$ cat src/tcpq_pkg.sv
// Shared types and constants for the two-class priority queue.
// No dependencies; used by tcpq_ctrl, tcpq_datapath and the top level.
package tcpq_pkg;

   localparam int ID_W    = 16;   // id field width on the ports
   localparam int COUNT_W = 5;    // count field width on the ports

   typedef enum logic [1:0] {
      OP_INSERT   = 2'd0,
      OP_SERVE    = 2'd1,
      OP_WITHDRAW = 2'd2,
      OP_QUERY    = 2'd3
   } op_type;

   typedef enum logic [1:0] {
      PS_NORMAL    = 2'd0,
      PS_PREFERRED = 2'd1,
      PS_ABSENT    = 2'd2
   } pstat_type;

   typedef struct packed {
      op_type          op;
      logic [ID_W-1:0] id;
      logic            preferred;
   } req_word_type;

   typedef struct packed {
      logic               ok;
      logic [ID_W-1:0]    served_id;
      pstat_type          pref_status;
      logic [COUNT_W-1:0] count;
   } rsp_word_type;

   // controller -> datapath
   typedef struct packed {
      logic load;
      logic scan;
      logic setup;
      logic move;
      logic ins_write;
      logic finish;
      logic ok;
   } cmd_type;

   // datapath -> controller
   typedef struct packed {
      op_type op;
      logic   scan_end;
      logic   found;
      logic   full;
      logic   move_done;
   } status_type;

endpackage

$ cat src/tcpq_ctrl.sv
// Sequencer for the priority queue: scan, shift, write, report.
// Depends on tcpq_pkg; drives tcpq_datapath through cmd_type / status_type.
module tcpq_ctrl (
   input  logic                   clock,
   input  logic                   reset,
   input  logic                   req_valid,
   output logic                   req_stall,
   output logic                   rsp_valid,
   input  logic                   rsp_stall,
   input  tcpq_pkg::status_type   status,
   output tcpq_pkg::cmd_type      cmd
);

   typedef enum logic [2:0] {
      ST_IDLE,
      ST_SCAN,
      ST_SETUP,
      ST_MOVE,
      ST_WRITE,
      ST_DONE
   } state_type;

   state_type state_ff, state_in;
   logic      ok_ff, ok_in;
   logic      rsp_valid_ff, rsp_valid_in;
   logic      slot_free;
   logic      succ;

   assign slot_free = !rsp_valid_ff || !rsp_stall;
   assign req_stall = (state_ff != ST_IDLE);
   assign rsp_valid = rsp_valid_ff;

   // success decided at the end of the id scan
   always_comb begin
      if (status.found) begin
         succ = (status.op != tcpq_pkg::OP_INSERT);
      end else begin
         succ = (status.op == tcpq_pkg::OP_INSERT) && !status.full;
      end
   end

   always_comb begin
      cmd           = '0;
      cmd.load      = (state_ff == ST_IDLE) && req_valid;
      cmd.scan      = (state_ff == ST_SCAN);
      cmd.setup     = (state_ff == ST_SETUP);
      cmd.move      = (state_ff == ST_MOVE);
      cmd.ins_write = (state_ff == ST_WRITE);
      cmd.finish    = (state_ff == ST_DONE) && slot_free;
      cmd.ok        = ok_ff;

      state_in = state_ff;
      ok_in    = ok_ff;
      unique case (state_ff)
         ST_IDLE: begin
            if (req_valid) begin
               state_in = ST_SCAN;
            end
         end
         ST_SCAN: begin
            if (status.scan_end) begin
               ok_in = succ;
               if (!succ || status.op == tcpq_pkg::OP_QUERY) begin
                  state_in = ST_DONE;
               end else begin
                  state_in = ST_SETUP;
               end
            end
         end
         ST_SETUP: begin
            state_in = ST_MOVE;
         end
         ST_MOVE: begin
            if (status.move_done) begin
               if (status.op == tcpq_pkg::OP_INSERT) begin
                  state_in = ST_WRITE;
               end else begin
                  state_in = ST_DONE;
               end
            end
         end
         ST_WRITE: begin
            state_in = ST_DONE;
         end
         ST_DONE: begin
            if (slot_free) begin
               state_in = ST_IDLE;
            end
         end
         default: begin
            state_in = ST_IDLE;
         end
      endcase

      if (cmd.finish) begin
         rsp_valid_in = 1'b1;
      end else if (!rsp_stall) begin
         rsp_valid_in = 1'b0;
      end else begin
         rsp_valid_in = rsp_valid_ff;
      end
   end

   always_ff @(posedge clock) begin
      if (reset) begin
         state_ff     <= ST_IDLE;
         ok_ff        <= 1'b0;
         rsp_valid_ff <= 1'b0;
      end else begin
         state_ff     <= state_in;
         ok_ff        <= ok_in;
         rsp_valid_ff <= rsp_valid_in;
      end
   end

   a_finish_posts_word: assert property (@(posedge clock) disable iff (reset)
      (state_ff == ST_DONE && slot_free) |=> (rsp_valid_ff && state_ff == ST_IDLE))
      else $error("finished word not posted or controller not back to idle");

endmodule

$ cat src/tcpq_datapath.sv
// Queue storage, id scan, shift engine and result register.
// Depends on tcpq_pkg; controlled by tcpq_ctrl.
module tcpq_datapath #(
   parameter int CAPACITY = 16,
   parameter int ID_BITS  = 16
) (
   input  logic                     clock,
   input  logic                     reset,
   input  tcpq_pkg::req_word_type   req_word,
   input  tcpq_pkg::cmd_type        cmd,
   output tcpq_pkg::status_type     status,
   output tcpq_pkg::rsp_word_type   rsp_word
);

   localparam int CNT_W  = $clog2(CAPACITY + 1);
   localparam int ADDR_W = $clog2(CAPACITY);
   localparam int ENT_W  = ID_BITS + 1;   // {pref, id}

   logic [ENT_W-1:0]   mem [CAPACITY];
   logic [ENT_W-1:0]   rd_ff;
   logic [ADDR_W-1:0]  rd_addr;
   logic               mem_we;
   logic [ADDR_W-1:0]  mem_wa;
   logic [ENT_W-1:0]   mem_wd;

   tcpq_pkg::op_type   op_ff;
   logic [ID_BITS-1:0] id_ff;
   logic               pref_ff;

   logic [CNT_W-1:0]   cnt_ff, cnt_in;
   logic [CNT_W-1:0]   pcnt_ff, pcnt_in;

   logic [CNT_W-1:0]   scan_ptr_ff;
   logic [CNT_W-1:0]   chk_ptr_ff;
   logic               chk_vld_ff, chk_vld_in;

   logic [CNT_W-1:0]   pos_ff;
   logic               hit_pref_ff;
   logic [ID_BITS-1:0] hit_id_ff;

   logic [CNT_W-1:0]   mv_ptr_ff;
   logic [CNT_W-1:0]   mv_adj;
   logic [CNT_W-1:0]   mv_left_ff, mv_left_in;
   logic               up_ff;
   logic               wr_pend_ff, wr_pend_in;
   logic [ADDR_W-1:0]  wr_addr_ff;

   logic [CNT_W-1:0]   ins_pos;
   logic               match;
   logic               found;
   logic               last;
   logic               move_step;

   tcpq_pkg::rsp_word_type rsp_ff;

   // serve always hits the head slot
   assign match   = (op_ff == tcpq_pkg::OP_SERVE) || (rd_ff[ID_BITS-1:0] == id_ff);
   assign found   = chk_vld_ff && match;
   assign last    = (chk_ptr_ff == cnt_ff - CNT_W'(1));
   assign ins_pos = pref_ff ? pcnt_ff : cnt_ff;
   assign mv_adj  = up_ff ? (mv_ptr_ff + CNT_W'(1)) : (mv_ptr_ff - CNT_W'(1));
   assign move_step = cmd.move && (mv_left_ff != '0);

   always_comb begin
      status           = '0;
      status.op        = op_ff;
      status.found     = found;
      status.scan_end  = (cnt_ff == '0) || (chk_vld_ff && (match || last));
      status.full      = (cnt_ff == CNT_W'(CAPACITY));
      status.move_done = (mv_left_ff == '0) && !wr_pend_ff;
   end

   // read port: scan or shift source
   assign rd_addr = cmd.move ? mv_ptr_ff[ADDR_W-1:0] : scan_ptr_ff[ADDR_W-1:0];

   // write port: new entry or the shifted word read in the previous cycle
   always_comb begin
      mem_we = cmd.ins_write || wr_pend_ff;
      if (cmd.ins_write) begin
         mem_wa = pos_ff[ADDR_W-1:0];
         mem_wd = {pref_ff, id_ff};
      end else begin
         mem_wa = wr_addr_ff;
         mem_wd = rd_ff;
      end
   end

   always_ff @(posedge clock) begin
      if (mem_we) begin
         mem[mem_wa] <= mem_wd;
      end
      rd_ff <= mem[rd_addr];
   end

   always_comb begin
      cnt_in     = cnt_ff;
      pcnt_in    = pcnt_ff;
      chk_vld_in = cmd.scan && (scan_ptr_ff < cnt_ff);
      mv_left_in = mv_left_ff;
      wr_pend_in = move_step;

      if (cmd.setup) begin
         if (op_ff == tcpq_pkg::OP_INSERT) begin
            mv_left_in = cnt_ff - ins_pos;
         end else begin
            mv_left_in = cnt_ff - pos_ff - CNT_W'(1);
         end
      end else if (move_step) begin
         mv_left_in = mv_left_ff - CNT_W'(1);
      end

      if (cmd.finish && cmd.ok) begin
         unique case (op_ff)
            tcpq_pkg::OP_INSERT: begin
               cnt_in  = cnt_ff + CNT_W'(1);
               pcnt_in = pcnt_ff + CNT_W'(pref_ff);
            end
            tcpq_pkg::OP_SERVE, tcpq_pkg::OP_WITHDRAW: begin
               cnt_in  = cnt_ff - CNT_W'(1);
               pcnt_in = pcnt_ff - CNT_W'(hit_pref_ff);
            end
            tcpq_pkg::OP_QUERY: begin
               cnt_in  = cnt_ff;
            end
            default: begin
               cnt_in  = cnt_ff;
            end
         endcase
      end
   end

   always_ff @(posedge clock) begin
      if (reset) begin
         cnt_ff     <= '0;
         pcnt_ff    <= '0;
         chk_vld_ff <= 1'b0;
         mv_left_ff <= '0;
         wr_pend_ff <= 1'b0;
      end else begin
         cnt_ff     <= cnt_in;
         pcnt_ff    <= pcnt_in;
         chk_vld_ff <= chk_vld_in;
         mv_left_ff <= mv_left_in;
         wr_pend_ff <= wr_pend_in;
      end
   end

   always_ff @(posedge clock) begin
      if (cmd.load) begin
         op_ff       <= req_word.op;
         id_ff       <= ID_BITS'(req_word.id);
         pref_ff     <= req_word.preferred;
         scan_ptr_ff <= '0;
      end else if (cmd.scan && scan_ptr_ff < cnt_ff) begin
         scan_ptr_ff <= scan_ptr_ff + CNT_W'(1);
      end

      chk_ptr_ff <= scan_ptr_ff;

      if (cmd.scan && found) begin
         pos_ff      <= chk_ptr_ff;
         hit_pref_ff <= rd_ff[ID_BITS];
         hit_id_ff   <= rd_ff[ID_BITS-1:0];
      end else if (cmd.setup && op_ff == tcpq_pkg::OP_INSERT) begin
         pos_ff      <= ins_pos;
      end

      if (cmd.setup) begin
         if (op_ff == tcpq_pkg::OP_INSERT) begin
            mv_ptr_ff <= cnt_ff - CNT_W'(1);
            up_ff     <= 1'b1;
         end else begin
            mv_ptr_ff <= pos_ff + CNT_W'(1);
            up_ff     <= 1'b0;
         end
      end else if (move_step) begin
         wr_addr_ff <= mv_adj[ADDR_W-1:0];
         mv_ptr_ff  <= up_ff ? (mv_ptr_ff - CNT_W'(1)) : (mv_ptr_ff + CNT_W'(1));
      end

      if (cmd.finish) begin
         rsp_ff.ok    <= cmd.ok;
         rsp_ff.count <= tcpq_pkg::COUNT_W'(cnt_in);
         if (op_ff == tcpq_pkg::OP_SERVE && cmd.ok) begin
            rsp_ff.served_id <= tcpq_pkg::ID_W'(hit_id_ff);
         end else begin
            rsp_ff.served_id <= '0;
         end
         if (op_ff != tcpq_pkg::OP_QUERY) begin
            rsp_ff.pref_status <= tcpq_pkg::PS_NORMAL;
         end else if (!cmd.ok) begin
            rsp_ff.pref_status <= tcpq_pkg::PS_ABSENT;
         end else if (hit_pref_ff) begin
            rsp_ff.pref_status <= tcpq_pkg::PS_PREFERRED;
         end else begin
            rsp_ff.pref_status <= tcpq_pkg::PS_NORMAL;
         end
      end
   end

   assign rsp_word = rsp_ff;

   a_counts_bounded: assert property (@(posedge clock) disable iff (reset)
      (cnt_ff <= CNT_W'(CAPACITY)) && (pcnt_ff <= cnt_ff))
      else $error("entry or preferred count out of range");

   a_single_writer: assert property (@(posedge clock) disable iff (reset)
      !(cmd.ins_write && wr_pend_ff))
      else $error("insert write collides with a pending shift write");

   a_insert_grows: assert property (@(posedge clock) disable iff (reset)
      (cmd.finish && cmd.ok && op_ff == tcpq_pkg::OP_INSERT)
      |=> (cnt_ff == $past(cnt_ff) + CNT_W'(1)))
      else $error("successful insert did not bump the count");

endmodule

$ cat src/two_class_priority_queue_unit.sv
// A request first scans the entries for its id; a query or a failed request (duplicate insert,
// full queue, absent id) goes straight to its result, while insert, serve and withdraw first
// shift the entries behind the slot (insert then writes the new entry) and post after that.
// Throughput: one word at a time; a new request is taken once the result of the last has posted,
// set by the single-port id scan and the one-slot-per-cycle shift.
// Reset clears the entry counts; the entry memory is left as is and ignored until written.
module two_class_priority_queue_unit #(
   parameter int CAPACITY = 16,
   parameter int ID_BITS  = 16
) (
   input  logic                   clock,
   input  logic                   reset,
   input  logic                   req_valid,
   output logic                   req_stall,
   input  tcpq_pkg::req_word_type req_word,
   output logic                   rsp_valid,
   input  logic                   rsp_stall,
   output tcpq_pkg::rsp_word_type rsp_word
);

   tcpq_pkg::cmd_type    cmd;
   tcpq_pkg::status_type status;

   tcpq_ctrl u_ctrl (
      .clock     (clock),
      .reset     (reset),
      .req_valid (req_valid),
      .req_stall (req_stall),
      .rsp_valid (rsp_valid),
      .rsp_stall (rsp_stall),
      .status    (status),
      .cmd       (cmd)
   );

   tcpq_datapath #(
      .CAPACITY (CAPACITY),
      .ID_BITS  (ID_BITS)
   ) u_datapath (
      .clock    (clock),
      .reset    (reset),
      .req_word (req_word),
      .cmd      (cmd),
      .status   (status),
      .rsp_word (rsp_word)
   );

endmodule
$ cat config.mk
export PLATFORM = sky130hd
export DESIGN_NAME = two_class_priority_queue_unit
export DESIGN_NICKNAME = d
export VERILOG_FILES = /design/src/tcpq_pkg.sv /design/src/tcpq_ctrl.sv /design/src/tcpq_datapath.sv /design/src/two_class_priority_queue_unit.sv
export SDC_FILE = /design/constraint.sdc
export NUM_CORES = 1
export LEC_CHECK = 0
export BUFFER_PORTS_ARGS = -buffer_cell sky130_fd_sc_hd__buf_4
export CAP_MARGIN = 20
export CORE_UTILIZATION = 35
export DETAILED_ROUTE_END_ITERATION = 16
export PLACE_DENSITY_LB_ADDON = 0.25
export SYNTH_ARGS = -nofsm -noshare
export SYNTH_HDL_FRONTEND = slang
export SYNTH_SLANG_ARGS = --single-unit
$ cat constraint.sdc
create_clock -name clock -period 2.4 [get_ports clock]
set_input_delay 0.24 -clock clock [delete_from_list [all_inputs] [get_ports clock]]
set_output_delay 0.24 -clock clock [all_outputs]
set_load 0.03 [all_outputs]
==> flow_metrics.tcl <==
set metrics [dict create \
    cts_buffers 41 \
    mappedNetlistNets 1043 \
    worst-path-max-fanout 8 \
    status "finished, final reports clean" \
    areaGrowthSynthToFinish_pct 23.6 \
    synthMuxAreaShare_pct 11.7 \
    reg2reg_from "u_ctrl.state_ff[0]" \
    grt_antenna_before_repair 0 \
    path_clk_slew_ns 0.06 \
    crit_required_ns 2.81 \
    synth_compound_area_share_pct 5.12 \
    seq_area_frac_synth_pct 69.6 \
    p_per_area_nw_per_um2 731 \
    grt_max_degree 35 \
    antennaDiodeCount 0 \
    drv_slew 0 \
    wl_um 37800 \
    io_pins 49 \
    dieArea_um2 47600 \
    drc 0 \
    timing.hold.ws_ns 0.0638 \
    htree_levels 2 \
    hold_viol 0 \
    final_cell_mix "346 x edfxtp_1, 150 x buf_4, 68 x nand2_1, 68 x mux4_2, 49 x dfxtp_1" \
    firstDrtPassIters 4 \
    hold_class "input pin to flop" \
    grt.total_usage_pct 16.3 \
    grt_overflow_total 0 \
    synth_xor_area_share_pct 2.52 \
    cts_tree "yes" \
    startpoint "u_ctrl.state_ff[0]" \
    final.min_clock_period_ns 2.30 \
    leakage_uw 0.00709 \
    ir_drop_v 0.000473 \
    start_util_pct 35.8 \
    setup.worst_path.end_class "flop" \
    ys_ff_latch 395 \
    final_common_cell "edfxtp_1" \
    die_h_um 218 \
    relSlewSlack_pct 54.1 \
    setup_viol 0 \
    synth_ff_type "edfxtp_1" \
    critPathLaunchType "flop" \
    synth_fa_ha_area_share_pct 2.51 \
    synth_warnings 0 \
    routed_via_density 5.06 \
    rsz0062_at_grt "yes" \
    drt_iter0_markers 710 \
    cts_buffer_depth 3 \
    dp_cells 1693 \
    worst-endpoint-arrival_ns 2.71 \
    synth_top_family_by_area "multiplexers" \
    fin_crit_sh_pct 95.8 \
    grt_pass1_wl_um 58000 \
    drive_above_1_share_pct 30.0 \
    rows 78 \
    core-area_um2 45700 \
    synthDistinctLibCells 58 \
    grt_pass1_vias 9387 \
    antenna_left 0 \
    die_w_um 218 \
    cap_violations 0 \
    worstSetupPathType "flop to flop" \
    fmax_ghz 0.435 \
    worst_pin_slew_ns 0.685 \
    place_hpwl_um 24500 \
    clock_latency_ns 0.55 \
    syn_area_um2 16300 \
    num-nets-final 1237 \
    cts_sinks 395 \
    synthSimpleGateAreaFrac_pct 6.13 \
    skew_ns 0.0212 \
    stdcell_count 1813 \
    async_flop_share_pct 0 \
    port_buffers 48 \
    cts_root_buf "clkbuf_16" \
    min_from "reset" \
    syn_area_per_cell_um2 16.5 \
    gp_congestion 0.792 \
    syn-instance-count 989 \
    synth_enable_flop_cells 346 \
    vias 9173 \
    wl_per_cell_um 20.8 \
]
worst max-delay path, stage by stage, from the launching register on:
cell and delay [ns]:
dfxtp_1 0.31, nor2b_4 0.13, nand2_4 0.11, mux2i_4 0.25
buf_12 0.18, buf_4 0.13, buf_12 0.11, mux4_2 0.50
and2_1 0.18, a211oi_2 0.21, a31oi_1 0.06
Yosys cell counts (2+ instances only):
cell type / number / share of area (%)
nor3_1: 10 / 0.31
o211ai_1: 8 / 0.37
inv_1: 35 / 0.80
nand2_1: 68 / 1.6
ha_1: 28 / 2.1
mux2i_1: 10 / 0.61
a31oi_1: 25 / 0.96
mux2_2: 21 / 1.4
and3_1: 19 / 0.73
buf_2: 11 / 0.34
or4_1: 2 / 0.092
buf_4: 4 / 0.18
nor2_1: 43 / 0.99
a21oi_1: 23 / 0.70
nand4_1: 6 / 0.23
fa_1: 3 / 0.37
nor3b_1: 3 / 0.14
a21o_1: 10 / 0.46
dfxtp_1: 49 / 6.0
o21ai_0: 20 / 0.61
nand3_1: 8 / 0.25
xnor2_1: 36 / 1.9
nor4_1: 4 / 0.15
and2_1: 17 / 0.65
o221ai_1: 2 / 0.11
clkbuf_1: 28 / 0.64
a211oi_1: 27 / 1.2
edfxtp_1: 346 / 64
buf_8: 3 / 0.28
nor2b_1: 6 / 0.23
mux4_2: 68 / 9.4
nand2b_1: 6 / 0.23
nor4b_1: 2 / 0.11
xor2_1: 11 / 0.59
o31a_1: 2 / 0.11
buf_6: 3 / 0.21
state kept, by name, summed over array words and instances (netlist names), 4 cells and up:
signal,cells
u_datapath.chk_ptr_ff,5
u_datapath.scan_ptr_ff,5
u_datapath.id_ff,16
u_datapath.mv_ptr_ff,4
u_datapath.mv_left_ff,5
u_datapath.pos_ff,5
u_datapath.mem,272
u_datapath.rsp_word,24
u_datapath.cnt_ff,5
u_datapath.wr_addr_ff,4
u_datapath.rd_ff,17
u_datapath.hit_id_ff,16
u_datapath.pcnt_ff,5
worst paths after layout:
kind                                    to  slack, ns  cells after the start
hold / removal       u_datapath.chk_vld_ff       0.06                      2
setup reg to reg       u_datapath.rd_ff[0]       0.10                     10
setup / recovery       u_datapath.rd_ff[0]       0.10                     10
hold reg to reg   u_datapath.chk_ptr_ff[4]       0.40                      0
stage by stage:
| step | util (%) | setup slack (ns) | TNS [ns] | cell area, um2 | total power [uW] |
|---|---|---|---|---|---|
| global placement | 40.3 | -0.0282 | -0.0352 | 18400 | 8760 |
| floorplan | - | -0.118 | -18.79 | 16400 | 8400 |
| detailed placement | 40.3 | -0.0444 | -0.0461 | 18400 | 8770 |
| global route | 44.2 | -0.0132 | -0.0134 | 20200 | 15300 |
| finish | 44.2 | 0.101 | 0 | 20200 | 14800 |
| CTS | 43.6 | 0.00470 | 0 | 19900 | 14900 |
where the power goes:
| group | internal, uW | total, uW | switching [uW] |
|---|---|---|---|
| clock | 3460 | 6060 | 2600 |
| sequential | 7640 | 7700 | 64.2 |
| combinational | 442 | 999 | 557 |
| total | 11500 | 14800 | 3220 |
layer usage:
layer	up-vias	track usage [%]	wire length (um)
met4	0	4.52	745
li1	4233	-	-
met1	4685	22.9	17400
met2	205	26.7	18000
met3	50	1.95	1600
met5	-	0	0
area by class of cell:
| cell class | count | area, um2 |
|---|---|---|
| inverter | 36 | 135 |
| tap | 600 | 751 |
| multi-input combinational | 509 | 4710 |
| clock inverter | 12 | 119 |
| timing repair buffer | 200 | 1960 |
| sequential | 395 | 11400 |
| clock buffer | 61 | 1150 |
| fill | 4001 | 25500 |
cells by family after synthesis:
| family | after synthesis |
|---|---|
| compound gates | 128 |
| fa+ha+maj | 31 |
| mux | 101 |
| flops | 395 |
| buf+inv | 85 |
| xor+xnor | 47 |
| simple gates | 202 |
repair_timing:
action / 4_1_cts / 5_1_grt
gates resized for setup: 0 / 17
hold buffers: 19 / 0
buffers inserted: 6 / 22
pin swaps: 0 / 4
endpoints found under the hold margin: 19 / 0
endpoints found under the setup margin: 2 / 37
Note: power is estimated with default switching activity, not from simulation.
